**src/design/fta_pkg.sv**
```systemverilog
`default_nettype none
package fta_pkg;

	localparam int NUM_FRAMES = 64;
	localparam int OWNER_BITS = 16;

	localparam int IDX_W      = $clog2(NUM_FRAMES);
	localparam int CNT_W      = $clog2(NUM_FRAMES + 1);
	localparam int CFG_W      = 7;
	localparam int POS_W      = ((CNT_W > CFG_W) ? CNT_W : CFG_W) + 1;
	localparam int OWNER_IN_W = 16;
	localparam int OUT_IDX_W  = 6;
	localparam int OUT_CNT_W  = 7;
	localparam int CFG_IDX_W  = 2;

	localparam logic [CFG_IDX_W-1:0] REG_FIXED_MODE     = 2'd0;
	localparam logic [CFG_IDX_W-1:0] REG_FRAMES_IN_USE  = 2'd1;
	localparam logic [CFG_IDX_W-1:0] REG_FRAMES_PER_PROC = 2'd2;

	localparam logic [CFG_W-1:0] FRAMES_IN_USE_RST  = 7'd64;
	localparam logic [CFG_W-1:0] FRAMES_PER_PROC_RST = 7'd4;

	localparam logic KIND_RESERVE = 1'b0;
	localparam logic KIND_TAKE    = 1'b1;

	typedef struct packed {
		logic start;
		logic scan;
		logic commit;
		logic mark;
		logic load_out;
	} fta_cmd_t;

	typedef struct packed {
		logic scan_done;
		logic mark_done;
		logic found;
		logic take;
	} fta_sts_t;

endpackage
`default_nettype wire

```
**src/design/fta_ram.sv**
```systemverilog
`default_nettype none
module fta_ram #(
	parameter int WIDTH = 16,
	parameter int DEPTH = 64
) (
	input  wire logic                     clk,
	input  wire logic                     we,
	input  wire logic [$clog2(DEPTH)-1:0] waddr,
	input  wire logic [WIDTH-1:0]         wdata,
	input  wire logic [$clog2(DEPTH)-1:0] raddr,
	output logic      [WIDTH-1:0]         rdata
);

	logic [WIDTH-1:0] mem_q [DEPTH];

	always_ff @(posedge clk) begin
		if (we) begin
			mem_q[waddr] <= wdata;
		end
		rdata <= mem_q[raddr];
	end

endmodule
`default_nettype wire

```
**src/design/fta_ctrl.sv**
```systemverilog
`default_nettype none
module fta_ctrl (
	input  wire logic             clk,
	input  wire logic             arst_n,
	input  wire logic             in_valid,
	output logic                  in_ready,
	output logic                  out_valid,
	input  wire logic             out_ready,
	output fta_pkg::fta_cmd_t     cmd,
	input  wire fta_pkg::fta_sts_t sts
);

	typedef enum logic [2:0] {
		ST_IDLE,
		ST_SCAN,
		ST_DECIDE,
		ST_MARK,
		ST_FIN
	} state_t;

	state_t state_q;
	logic   out_valid_q;
	logic   load;

	assign in_ready  = (state_q == ST_IDLE);
	assign out_valid = out_valid_q;
	assign load      = (state_q == ST_FIN) && (!out_valid_q || out_ready);

	always_comb begin
		cmd          = '0;
		cmd.start    = (state_q == ST_IDLE) && in_valid;
		cmd.scan     = (state_q == ST_SCAN);
		cmd.commit   = (state_q == ST_DECIDE);
		cmd.mark     = (state_q == ST_MARK);
		cmd.load_out = load;
	end

	always_ff @(posedge clk or negedge arst_n) begin
		if (!arst_n) begin
			state_q     <= ST_IDLE;
			out_valid_q <= 1'b0;
		end else begin
			if (load) begin
				out_valid_q <= 1'b1;
			end else if (out_ready) begin
				out_valid_q <= 1'b0;
			end
			case (state_q)
				ST_IDLE: begin
					if (in_valid) begin
						state_q <= ST_SCAN;
					end
				end
				ST_SCAN: begin
					if (sts.scan_done) begin
						state_q <= ST_DECIDE;
					end
				end
				ST_DECIDE: begin
					if (sts.found && !sts.take) begin
						state_q <= ST_MARK;
					end else begin
						state_q <= ST_FIN;
					end
				end
				ST_MARK: begin
					if (sts.mark_done) begin
						state_q <= ST_FIN;
					end
				end
				ST_FIN: begin
					if (load) begin
						state_q <= ST_IDLE;
					end
				end
				default: begin
					state_q <= ST_IDLE;
				end
			endcase
		end
	end

endmodule
`default_nettype wire

```
**src/design/fta_dp.sv**
```systemverilog
`default_nettype none
module fta_dp (
	input  wire logic                             clk,
	input  wire logic                             arst_n,
	input  wire logic                             cfg_we,
	input  wire logic [fta_pkg::CFG_IDX_W-1:0]    cfg_index,
	input  wire logic [fta_pkg::CFG_W-1:0]        cfg_data,
	input  wire logic                             in_kind,
	input  wire logic [fta_pkg::OWNER_IN_W-1:0]   in_owner,
	input  wire fta_pkg::fta_cmd_t                cmd,
	output fta_pkg::fta_sts_t                     sts,
	output logic                                  found,
	output logic [fta_pkg::OUT_IDX_W-1:0]         frame_index,
	output logic [fta_pkg::OUT_CNT_W-1:0]         free_count
);

	localparam int LW = fta_pkg::POS_W - 1;

	// configuration
	logic                        fixed_q;
	logic [fta_pkg::CFG_W-1:0]   fiu_q;
	logic [fta_pkg::CFG_W-1:0]   fpp_q;

	// frame table bits
	logic [fta_pkg::NUM_FRAMES-1:0] free_q;
	logic [fta_pkg::NUM_FRAMES-1:0] res_q;

	// item
	logic                          kind_q;
	logic [fta_pkg::OWNER_BITS-1:0] owner_q;

	// scan
	logic [fta_pkg::CNT_W-1:0] scan_idx_q;
	logic                      vld_s1;
	logic [fta_pkg::IDX_W-1:0] idx_s1;
	logic                      free_s1;
	logic                      res_s1;
	logic [fta_pkg::CNT_W-1:0] count_q;
	logic                      found_q;
	logic [fta_pkg::IDX_W-1:0] hit_q;
	logic [fta_pkg::CFG_W-1:0] k_q;

	// result
	logic                         res_found_q;
	logic [fta_pkg::OUT_IDX_W-1:0] res_idx_q;
	logic [fta_pkg::OUT_CNT_W-1:0] res_cnt_q;

	logic [LW-1:0]                  fiu_ext;
	logic [fta_pkg::CNT_W-1:0]      lim;
	logic                           scan_issue;
	logic [fta_pkg::IDX_W-1:0]      raddr;
	logic [fta_pkg::OWNER_BITS-1:0] rdata;
	logic [fta_pkg::OWNER_BITS-1:0] stored_owner;
	logic                           match;
	logic [fta_pkg::POS_W-1:0]      pos;
	logic                           mark_ok;
	logic                           mark_wr;
	logic                           take_hit;
	logic [fta_pkg::CNT_W-1:0]      final_cnt;

	assign fiu_ext = LW'(fiu_q);
	assign lim     = (fiu_ext > LW'(fta_pkg::NUM_FRAMES)) ?
		fta_pkg::CNT_W'(fta_pkg::NUM_FRAMES) : fta_pkg::CNT_W'(fiu_ext);

	assign scan_issue = cmd.scan && (scan_idx_q != lim);
	assign raddr      = scan_idx_q[fta_pkg::IDX_W-1:0];

	// unreserved frames were never written and read as owner zero
	assign stored_owner = res_s1 ? rdata : '0;
	assign match = (kind_q == fta_pkg::KIND_TAKE) ?
		(free_s1 && (!fixed_q || (stored_owner == owner_q))) : !res_s1;

	assign pos     = fta_pkg::POS_W'(hit_q) + fta_pkg::POS_W'(k_q);
	assign mark_ok = (fta_pkg::POS_W'(k_q) < fta_pkg::POS_W'(fpp_q)) &&
		(pos < fta_pkg::POS_W'(lim));
	assign mark_wr = cmd.mark && mark_ok;

	assign take_hit  = (kind_q == fta_pkg::KIND_TAKE) && found_q;
	assign final_cnt = count_q - fta_pkg::CNT_W'(take_hit);

	assign sts.scan_done = (scan_idx_q == lim);
	assign sts.mark_done = !mark_ok;
	assign sts.found     = found_q;
	assign sts.take      = (kind_q == fta_pkg::KIND_TAKE);

	assign found       = res_found_q;
	assign frame_index = res_idx_q;
	assign free_count  = res_cnt_q;

	fta_ram #(
		.WIDTH(fta_pkg::OWNER_BITS),
		.DEPTH(fta_pkg::NUM_FRAMES)
	) u_owner_ram (
		.clk   (clk),
		.we    (mark_wr),
		.waddr (pos[fta_pkg::IDX_W-1:0]),
		.wdata (owner_q),
		.raddr (raddr),
		.rdata (rdata)
	);

	always_ff @(posedge clk or negedge arst_n) begin
		if (!arst_n) begin
			fixed_q <= 1'b0;
			fiu_q   <= fta_pkg::FRAMES_IN_USE_RST;
			fpp_q   <= fta_pkg::FRAMES_PER_PROC_RST;
		end else if (cfg_we) begin
			case (cfg_index)
				fta_pkg::REG_FIXED_MODE:      fixed_q <= cfg_data[0];
				fta_pkg::REG_FRAMES_IN_USE:   fiu_q   <= cfg_data;
				fta_pkg::REG_FRAMES_PER_PROC: fpp_q   <= cfg_data;
				default: begin
				end
			endcase
		end
	end

	always_ff @(posedge clk or negedge arst_n) begin
		if (!arst_n) begin
			free_q     <= '1;
			res_q      <= '0;
			scan_idx_q <= '0;
			vld_s1     <= 1'b0;
			count_q    <= '0;
			found_q    <= 1'b0;
			hit_q      <= '0;
			k_q        <= '0;
		end else begin
			if (cmd.start) begin
				scan_idx_q <= '0;
				vld_s1     <= 1'b0;
				count_q    <= '0;
				found_q    <= 1'b0;
				hit_q      <= '0;
				k_q        <= '0;
			end else begin
				vld_s1 <= scan_issue;
				if (scan_issue) begin
					scan_idx_q <= scan_idx_q + 1'b1;
				end
				if (vld_s1) begin
					count_q <= count_q + fta_pkg::CNT_W'(free_s1);
					if (!found_q && match) begin
						found_q <= 1'b1;
						hit_q   <= idx_s1;
					end
				end
				if (cmd.commit && take_hit) begin
					free_q[hit_q] <= 1'b0;
				end
				if (mark_wr) begin
					res_q[pos[fta_pkg::IDX_W-1:0]] <= 1'b1;
					k_q <= k_q + 1'b1;
				end
			end
		end
	end

	always_ff @(posedge clk) begin
		if (cmd.start) begin
			kind_q  <= in_kind;
			owner_q <= fta_pkg::OWNER_BITS'(in_owner);
		end
		if (scan_issue) begin
			idx_s1  <= raddr;
			free_s1 <= free_q[raddr];
			res_s1  <= res_q[raddr];
		end
		if (cmd.load_out) begin
			res_found_q <= found_q;
			res_idx_q   <= fta_pkg::OUT_IDX_W'(hit_q);
			res_cnt_q   <= fta_pkg::OUT_CNT_W'(final_cnt);
		end
	end

endmodule
`default_nettype wire

```
**src/design/frame_table_allocator_top.sv**
```systemverilog
// first-fit frame allocator over a table of frames (free bit, reserved bit, owner)
// input channel in_valid/in_ready carries one word: kind (reserve or take) and owner_id
// output channel out_valid/out_ready returns found, frame_index and free_count per word
// config channel cfg_valid/cfg_ready, cfg_index 0 fixed mode, 1 frames in use,
// 2 frames per process, other indexes ignored; always ready, write only while idle
// one word at a time: the scan reads one frame per cycle through the single owner ram
// read port; a take then passes a decide step and the output register load, and a new
// word is accepted once its result is loaded; a reserve that finds a frame adds a
// marking step that writes the clipped run through the write port
// free count is gathered over the whole scan, so every word walks all frames in use
// the result sits in an output register; a new word is taken while it waits, and the
// next result is held back until the receiver takes the previous one
// reset: all frames free, unreserved, owner zero; fixed mode 0, 64 frames in use,
// 4 frames per process; no clearing pass, the block is ready straight after reset
`default_nettype none
module frame_table_allocator_top (
	input  wire logic                              clk,
	input  wire logic                              arst_n,
	input  wire logic                              in_valid,
	output logic                                   in_ready,
	input  wire logic                              kind,
	input  wire logic [fta_pkg::OWNER_IN_W-1:0]    owner_id,
	output logic                                   out_valid,
	input  wire logic                              out_ready,
	output logic                                   found,
	output logic [fta_pkg::OUT_IDX_W-1:0]          frame_index,
	output logic [fta_pkg::OUT_CNT_W-1:0]          free_count,
	input  wire logic                              cfg_valid,
	output logic                                   cfg_ready,
	input  wire logic [fta_pkg::CFG_IDX_W-1:0]     cfg_index,
	input  wire logic [fta_pkg::CFG_W-1:0]         cfg_data
);

	fta_pkg::fta_cmd_t cmd;
	fta_pkg::fta_sts_t sts;

	assign cfg_ready = 1'b1;

	fta_ctrl u_ctrl (
		.clk       (clk),
		.arst_n    (arst_n),
		.in_valid  (in_valid),
		.in_ready  (in_ready),
		.out_valid (out_valid),
		.out_ready (out_ready),
		.cmd       (cmd),
		.sts       (sts)
	);

	fta_dp u_dp (
		.clk         (clk),
		.arst_n      (arst_n),
		.cfg_we      (cfg_valid),
		.cfg_index   (cfg_index),
		.cfg_data    (cfg_data),
		.in_kind     (kind),
		.in_owner    (owner_id),
		.cmd         (cmd),
		.sts         (sts),
		.found       (found),
		.frame_index (frame_index),
		.free_count  (free_count)
	);

endmodule
`default_nettype wire

```
**config.mk**
```make
export PLATFORM = sky130hd
export DESIGN_NAME = frame_table_allocator_top
export DESIGN_NICKNAME = d
export VERILOG_FILES = /design/src/design/fta_pkg.sv /design/src/design/fta_ram.sv /design/src/design/fta_ctrl.sv /design/src/design/fta_dp.sv /design/src/design/frame_table_allocator_top.sv
export SDC_FILE = /design/constraint.sdc
export NUM_CORES = 2
export LEC_CHECK = 0
export BUFFER_PORTS_ARGS = -buffer_cell sky130_fd_sc_hd__buf_4
export CAP_MARGIN = 0
export CELL_PAD_IN_SITES_DETAIL_PLACEMENT = 0
export CELL_PAD_IN_SITES_GLOBAL_PLACEMENT = 2
export CORE_MARGIN = 3
export CORE_UTILIZATION = 40
export DETAILED_ROUTE_END_ITERATION = 8
export GPL_TIMING_DRIVEN = 0
export PLACE_DENSITY_LB_ADDON = 0.15
export REMOVE_ABC_BUFFERS = 1
export SYNTH_ARGS = -nofsm -noshare
export SYNTH_HDL_FRONTEND = slang
export SYNTH_SLANG_ARGS = --single-unit
```
**constraint.sdc**
```tcl
create_clock -name clk -period 4 [get_ports clk]
set_input_delay 0.2 -clock clk [delete_from_list [all_inputs] [get_ports clk]]
set_output_delay 0.2 -clock clk [all_outputs]
set_load 0.01 [all_outputs]
```
# Yosys cells after proc, flatten, opt, wreduce, memory -nomap -nowiden
# Memory sizes are Yosys's and may differ from the RTL's. A register that Yosys moved wholly into a read port is not among the register bits.
# Index checks and enable logic that the tools add are counted.
[totals]
output_inout_bits = 17
in_bits = 31
reg_bits = 215
elab_cells = 119
memories = 1
ramBits = 1024
[classes]
n_eq_ne = 13
muxes = 34
bitwise = 4
reduce_logical = 33
order_cmp = 8
add_sub_neg = 5
[memory_table]
columns = ["name", "words", "word_bits", "rd", "rd_clocked_by_memory_dff", "write_ports", "line_no", "source"]
rows = [
  ["u_dp.u_owner_ram.mem_q", 64, 16, 1, 1, 1, "fta_ram.sv:14", "logic [WIDTH-1:0] mem_q [DEPTH];"],
]
[op_table]
columns = ["operator", "n"]
rows = [
  ["$and A64 B64 Y64", 1],
  ["$not A64 Y64", 1],
  ["$or A64 B64 Y64", 1],
  ["$mux W7", 7],
  ["$lt A6 B7 Y1 const B", 3],
  ["$mux W6", 3],
  ["$eq A16 B16 Y1", 1],
  ["$mux W16", 1],
  ["$mux W3", 5],
  ["$pmux W3 S5", 1],
  ["$add A7 B1 Y7 const B", 2],
  ["$mux W1", 13],
  ["$bmux W1 S6", 2],
  ["$demux W1 S6", 2],
  ["$ge A6 B1 Y1 const B", 2],
  ["$logic_and A1 B1 Y1", 12],
  ["$reduce_and A2 Y1", 6],
  ["$reduce_bool A2 Y1", 5],
  ["$add A6 B7 Y8", 1],
  ["$lt A8 B7 Y1", 1],
  ["$add A7 B1 Y7", 1],
  ["$eq A7 B7 Y1", 1],
  ["$gt A7 B7 Y1 const B", 1],
  ["$lt A7 B7 Y1", 1],
  ["15 further kinds", 23],
]

# Logic depth before layout (Yosys ltp)
[logic_depth]
ltp_word = 9
mapped_depth = 16
depth_no_buf = 14

# Modules after synthesis
# A second synthesis with hierarchy kept.
[unflattened]
hier_cells = 2642
hier_area_um2 = 50434.6
[by_module_without_submodules]
columns = ["mod", "cells_per_inst", "n_inst", "area_per_inst_um2", "seq_area_each_um2"]
rows = [
  ["fta_ram", 1829, 1, 40042.2, 31069.8],
  ["fta_dp", 781, 1, 10124.7, 5557.8],
  ["fta_ctrl", 30, 1, 256.5, 100.1],
  ["frame_table_allocator_top", 2, 1, 11.3, 0.0],
]

# Worst setup path after synthesis
# Ideal clock, no wire load.
[synth_timing]
kind = "register -> register"
startpoint = "register u_dp.hit_q[1] (netlist bit)"
endpoint = "memory u_dp.u_owner_ram.mem_q[13][0], enable pin"
arrival_ns = 3.995
setup_slack_ns = -0.383
required_time_ns = 3.612
path_buffers = 2
setup_time_ns = 0.388
stages_incl_launch_ff = 15
synth_period_minus_slack_ns = 4.383
cell_sequence = "dfrtp_1 -> ha_1 -> a211oi_2 -> o21bai_1 -> a21oi_4 -> xor2_4 -> inv_2 -> ha_1 -> a2111oi_0 -> o21ai_1 -> and2_4 -> buf_6 -> or4_4 -> buf_6 -> nor2_1"
[synth_between]
elab_chain_cells = 6
[synth_lines]
columns = ["item", "line_no", "source"]
rows = [
  ["start, declared", "fta_dp.sv:40", "logic [fta_pkg::IDX_W-1:0] hit_q;"],
  ["start signal, assigned", "fta_dp.sv:145", "hit_q <= idx_s1;"],
  ["$add A6 B7 Y8 (*)", "fta_dp.sv:73", "assign pos = fta_pkg::POS_W'(hit_q) + fta_pkg::POS_W'(k_q);"],
  ["$lt A8 B7 Y1", "fta_dp.sv:75", "(pos < fta_pkg::POS_W'(lim));"],
  ["$logic_and A1 B1 Y1", "fta_dp.sv:74", "assign mark_ok = (fta_pkg::POS_W'(k_q) < fta_pkg::POS_W'(fpp_q)) &&"],
  ["$logic_and A1 B1 Y1", "fta_dp.sv:76", "assign mark_wr = cmd.mark && mark_ok;"],
  ["$mux W1", "fta_ram.sv:17", "if (we) begin"],
  ["$mux W1 (implied by the code)", "fta_ram.sv:18", "mem_q[waddr] <= wdata;"],
  ["end, declared", "fta_ram.sv:14", ""],
]
# Every way passes the cells marked *; elsewhere a longest branch is shown, timed or not.

# Worst setup path in the final report
[layout_timing]
startpoint = "register u_dp.k_q[0] (netlist bit)"
endpoint = "memory u_dp.u_owner_ram.mem_q[44][0], enable pin"
[layout_between]
elab_chain_cells = 6
word_cells_on_any_way = 7
cone_classes = "1 x add/sub; 2 x order compare; 2 x mux; 2 x reduce/logical"
[layout_lines]
columns = ["item", "line_no", "source"]
rows = [
  ["start, declared", "fta_dp.sv:41", "logic [fta_pkg::CFG_W-1:0] k_q;"],
  ["start signal, assigned", "fta_dp.sv:153", "k_q <= k_q + 1'b1;"],
  ["$add A6 B7 Y8", "fta_dp.sv:73", ""],
  ["$lt A8 B7 Y1", "fta_dp.sv:75", ""],
  ["$logic_and A1 B1 Y1", "fta_dp.sv:74", ""],
  ["$logic_and A1 B1 Y1", "fta_dp.sv:76", ""],
  ["$mux W1", "fta_ram.sv:17", ""],
  ["$mux W1 (implied by the code)", "fta_ram.sv:18", ""],
]
# Several ways; a longest one is shown, not always the timed one.

==> run_results.csv <==
group,metric,value,unit
sta,number_of_failing_setup_endpoints_in_the_final_timing_report,0,
synth,muxShareOfSynthArea,16.9,%
routing,drc_errors,0,
sta,worst_tran_pin_value,1.38,ns
synth,post_synthesis_cell_type_with_the_largest_combined_area,"edfxtp_1",
synth,netlist_instances,2381,
hold_path,timing.hold.worst_endpoint,"u_dp.owner_q[11]",
grt,grt.total_usage,19.9,%
pwr,power.ir.vdd_worst,0.000385,V
synth,synth-edff-count,1063,
sta,final.min_clock_period,3.91,ns
pwr,cellLeakagePower,20.1,nW
synth,synth_top_area_share,64.4,%
placed_design,gp_congestion,0.742,
synth,avgSynthCellArea,20.8,um^2
clock_network,cts_inserted_buffers,139,
synth,simple_gate_share_of_the_synthesized_area,2.71,%
layout,fin_area,0.0609,mm^2
layout,final_layout_size_suffix_gt1_share,37.0,%
synth,syn_area,0.0495,mm^2
sta,setup_tns,0,ns
routing,detail_route.wl_per_cell,28.2,um
layout,final_net_count,2737,
synth,synth_compound_gate_area_share,3.69,%
floorplan,die_w,358,um
grt,grt_overflow,0,
floorplan,die-area,0.128,mm^2
placed_design,port_buffers,46,
layout,area_growth_syn_to_fin,22.9,%
clock_network,cts_tree,"built",
synth,synth.most_common_cell,"edfxtp_1",
pwr,totalPowerFinal,0.0398,W
synth,synth_top_cells_by_area,"edfxtp_1 (64%), mux4_2 (16%), dfrtp_1 (5.6%)",
hold_path,hold-path-cell-count,2,
synth,synth_top_family_by_area,"multiplexers",
placed_design,placed_cell_area,0.0542,mm^2
routing,drt-initial-drc-count,2174,
synth,netlist-cell-type-count,68,
sta,final_max_slew_viol_count,0,
hold_path,hold_start,"owner_id[11]",
worst_setup_path,crit_required,4.43,ns
worst_setup_path,ff2ff_setup_slack,0.09,ns
floorplan,pin_count,48,
clock_network,clock_latency,0.73,ns
floorplan,coreArea,0.122,mm^2
synth,postSynthRegisterBits,1255,
routing,drt.antenna.violating_nets,0,
worst_setup_path,arrival_time_at_the_worst_endpoint,4.34,ns
worst_setup_path,timing_worst_setup_path_type,"flop to flop",
synth,yosys-top-cells-count,"edfxtp_1 (1063), mux4_2 (360), dfrtp_1 (110), nor2_1 (96), clkbuf_1 (93)",
worst_setup_path,path_max_fanout,9,
sta,timing.final.crit_share,97.7,%
layout,fillCellCount,9847,
worst_setup_path,r2r_end,"u_dp.u_owner_ram.mem_q[44][0]",
worst_setup_path,start_kind,"flop",
synth,synth-xor-area-share,0.480,%
grt,wire_length_of_the_first_global_routing_pass,181,mm
layout,final_util,49.8,%
worst_setup_path,reg2reg_from,"u_dp.k_q[0]",
floorplan,initial_utilization,40.5,%
status,status,"complete, no violations",
routing,vias,24500,
grt,vias_in_the_first_global_route,25900,
synth,yosys_warnings,0,
sta,final-hold-violation-count,0,
clock_network,cts_root_buffer,"clkbuf_16",
clock_network,numClockSinks,1255,
floorplan,row_count,128,
sta,timing.slew.headroom,7.76,%
placed_design,dp_hpwl,78.8,mm
worst_setup_path,timing.critical_path.to_type,"flop",
synth,async_reset_ff_share,14.0,%
clock_network,clock_tree.buffer_depth,3,
floorplan,die_h,358,um
worst_setup_path,reg2reg_depth,13,
sta,clock-skew-final,0.0230,ns
clock_network,clk_transition_reported_paths,0.06,ns
synth,post_synth_fa_ha_maj_area_fraction,0.646,%
routing,drt_first_pass_iters,5,
hold_path,timing.hold.worst.class,"input pin to flop",
pwr,power.density_cell_area,653,mW/mm^2
sta,clock.fmax,256,MHz
clock_network,cts_max_level,4,
synth,dominantRegCellSynth,"edfxtp_1",
job,timing.max_cap.violations,0,
grt,grt_max_degree,115,
routing,vias_per_cell,5.55,
routing,detail_route.wirelength,125,mm
grt,initial_antenna_violation_count,0,
synth,seq_area_frac_synth,74.1,%
placed cells by master, fill, tap and decap left out, types with 10 or more instances in the layout:
| master | n |
|---|---|
| clkbuf_1 | 39 |
| buf_16 | 69 |
| inv_1 | 22 |
| buf_8 | 42 |
| nor3_1 | 11 |
| a21boi_0 | 64 |
| nor2_1 | 30 |
| dfxtp_1 | 16 |
| nand2_1 | 63 |
| ha_1 | 20 |
| buf_12 | 59 |
| nand3_1 | 20 |
| a21oi_1 | 17 |
| dlygate4sd3_1 | 30 |
| o21bai_1 | 61 |
| xor2_1 | 10 |
| dfstp_2 | 66 |
| clkinv_1 | 26 |
| mux4_2 | 360 |
| clkbuf_16 | 149 |
| o21ai_0 | 17 |
| xnor2_1 | 11 |
| nor2_2 | 11 |
| edfxtp_1 | 1063 |
| dfrtp_1 | 96 |
| nor2_4 | 55 |
| mux2i_1 | 10 |
| buf_4 | 97 |
| mux2_2 | 15 |
| clkinv_2 | 17 |
| a22oi_1 | 36 |
cell families (layout without fill, tap and decap cells):
| group | Yosys count | in the layout |
|---|---|---|
| flip-flops | 1255 | 1255 |
| other | 1 | 2 |
| XOR/XNOR | 25 | 25 |
| multiplexers | 385 | 385 |
| adder cells (fa/ha/maj) | 25 | 25 |
| AO/OA/AOI/OAI | 251 | 251 |
| AND/OR/NAND/NOR | 272 | 275 |
| buffers and inverters | 167 | 573 |
layout make-up:
type / count / area (um^2) / area share [%]
Clock buffer: 193 / 3940 / 6.48
Tap cell: 1625 / 2030 / 3.34
Clock inverter: 57 / 499 / 0.820
Sequential cell: 1255 / 36800 / 60.4
Timing Repair Buffer: 299 / 4760 / 7.81
Antenna cell: 1 / 2.50 / 0.00411
Inverter: 24 / 90.1 / 0.148
Multi-Input combinational cell: 962 / 12800 / 21.0
registers in the layout (all words and copies together), names as in the netlist, 7 cells and up:
signal / cells
u_dp.count_q: 7
u_dp.fiu_ext: 7
u_dp.fpp_q: 7
u_dp.free_count: 7
u_dp.free_q: 64
u_dp.k_q: 7
u_dp.owner_q: 16
u_dp.res_q: 64
u_dp.scan_idx_q: 7
u_dp.u_owner_ram.mem_q: 1024
u_dp.u_owner_ram.rdata: 16
where the power goes:
group          total, W  switching (W)  leakage (nW)  internal (W)
registers        0.0158       0.000824          11.8        0.0150
logic            0.0115        0.00613          6.12       0.00541
clock network    0.0124        0.00502          2.17       0.00739
total            0.0398         0.0120          20.1        0.0278
worst max-delay path by stage:
| stage | to | start | depth (start not counted) |
|---|---|---|---|
| 2_1_floorplan | u_dp.free_s1 | u_dp.scan_idx_q[0] | 4 |
| 3_3_place_gp | u_dp.u_owner_ram.rdata[8] | u_dp.scan_idx_q[0] | 4 |
| 3_5_place_dp | u_dp.u_owner_ram.mem_q[9][11] | u_dp.k_q[0] | 15 |
| 4_1_cts | u_dp.u_owner_ram.mem_q[44][11] | u_dp.k_q[1] | 14 |
| 5_1_grt | u_dp.u_owner_ram.mem_q[44][6] | u_dp.k_q[1] | 14 |
| 6_report | u_dp.u_owner_ram.mem_q[44][0] | u_dp.k_q[0] | 13 |
critical path, cell delays in order, from the launching register on:
cell	delay [ns]
dfrtp_2	0.44
ha_2	0.22
fa_2	0.37
a21o_1	0.20
a21oi_4	0.16
xnor2_2	0.10
ha_1	0.28
a2111oi_4	0.39
o21ai_2	0.17
and2_4	0.20
or4_4	0.62
nor2_2	0.16
buf_4	0.14
buf_8	0.15
metal layers:
| layer | routed length (um) | up-vias | part of all wire [%] | GRT usage, % |
|---|---|---|---|---|
| met4 | 4190 | 0 | 3.4 | 7.32 |
| met3 | 6310 | 184 | 5.1 | 3.82 |
| li1 | - | 10500 | - | - |
| met2 | 60900 | 597 | 49 | 31.8 |
| met1 | 53300 | 13300 | 43 | 27.2 |
| met5 | 0 | - | 0 | 0 |
per-stage QoR:
step	cells	setup slack, ns	hold slack [ns]
after floorplan	2238	-8.66	-0.0956
after global placement	3909	-14.86	0.381
after detailed placement	4030	-1.55	0.380
after CTS	4410	0.00110	0.132
after global routing	4415	-0.0272	0.159
final	4416	0.0908	0.195
repair_timing:
item                                     CTS  global route
gates cloned                               3             0
pin swaps                                 72             5
gates resized for setup                   97            15
endpoints found under the hold margin    208             0
endpoints found under the setup margin  1085           993
hold buffers                              30             0
buffers inserted                          97             5
No activity file was read; power rests on OpenSTA's default activity.
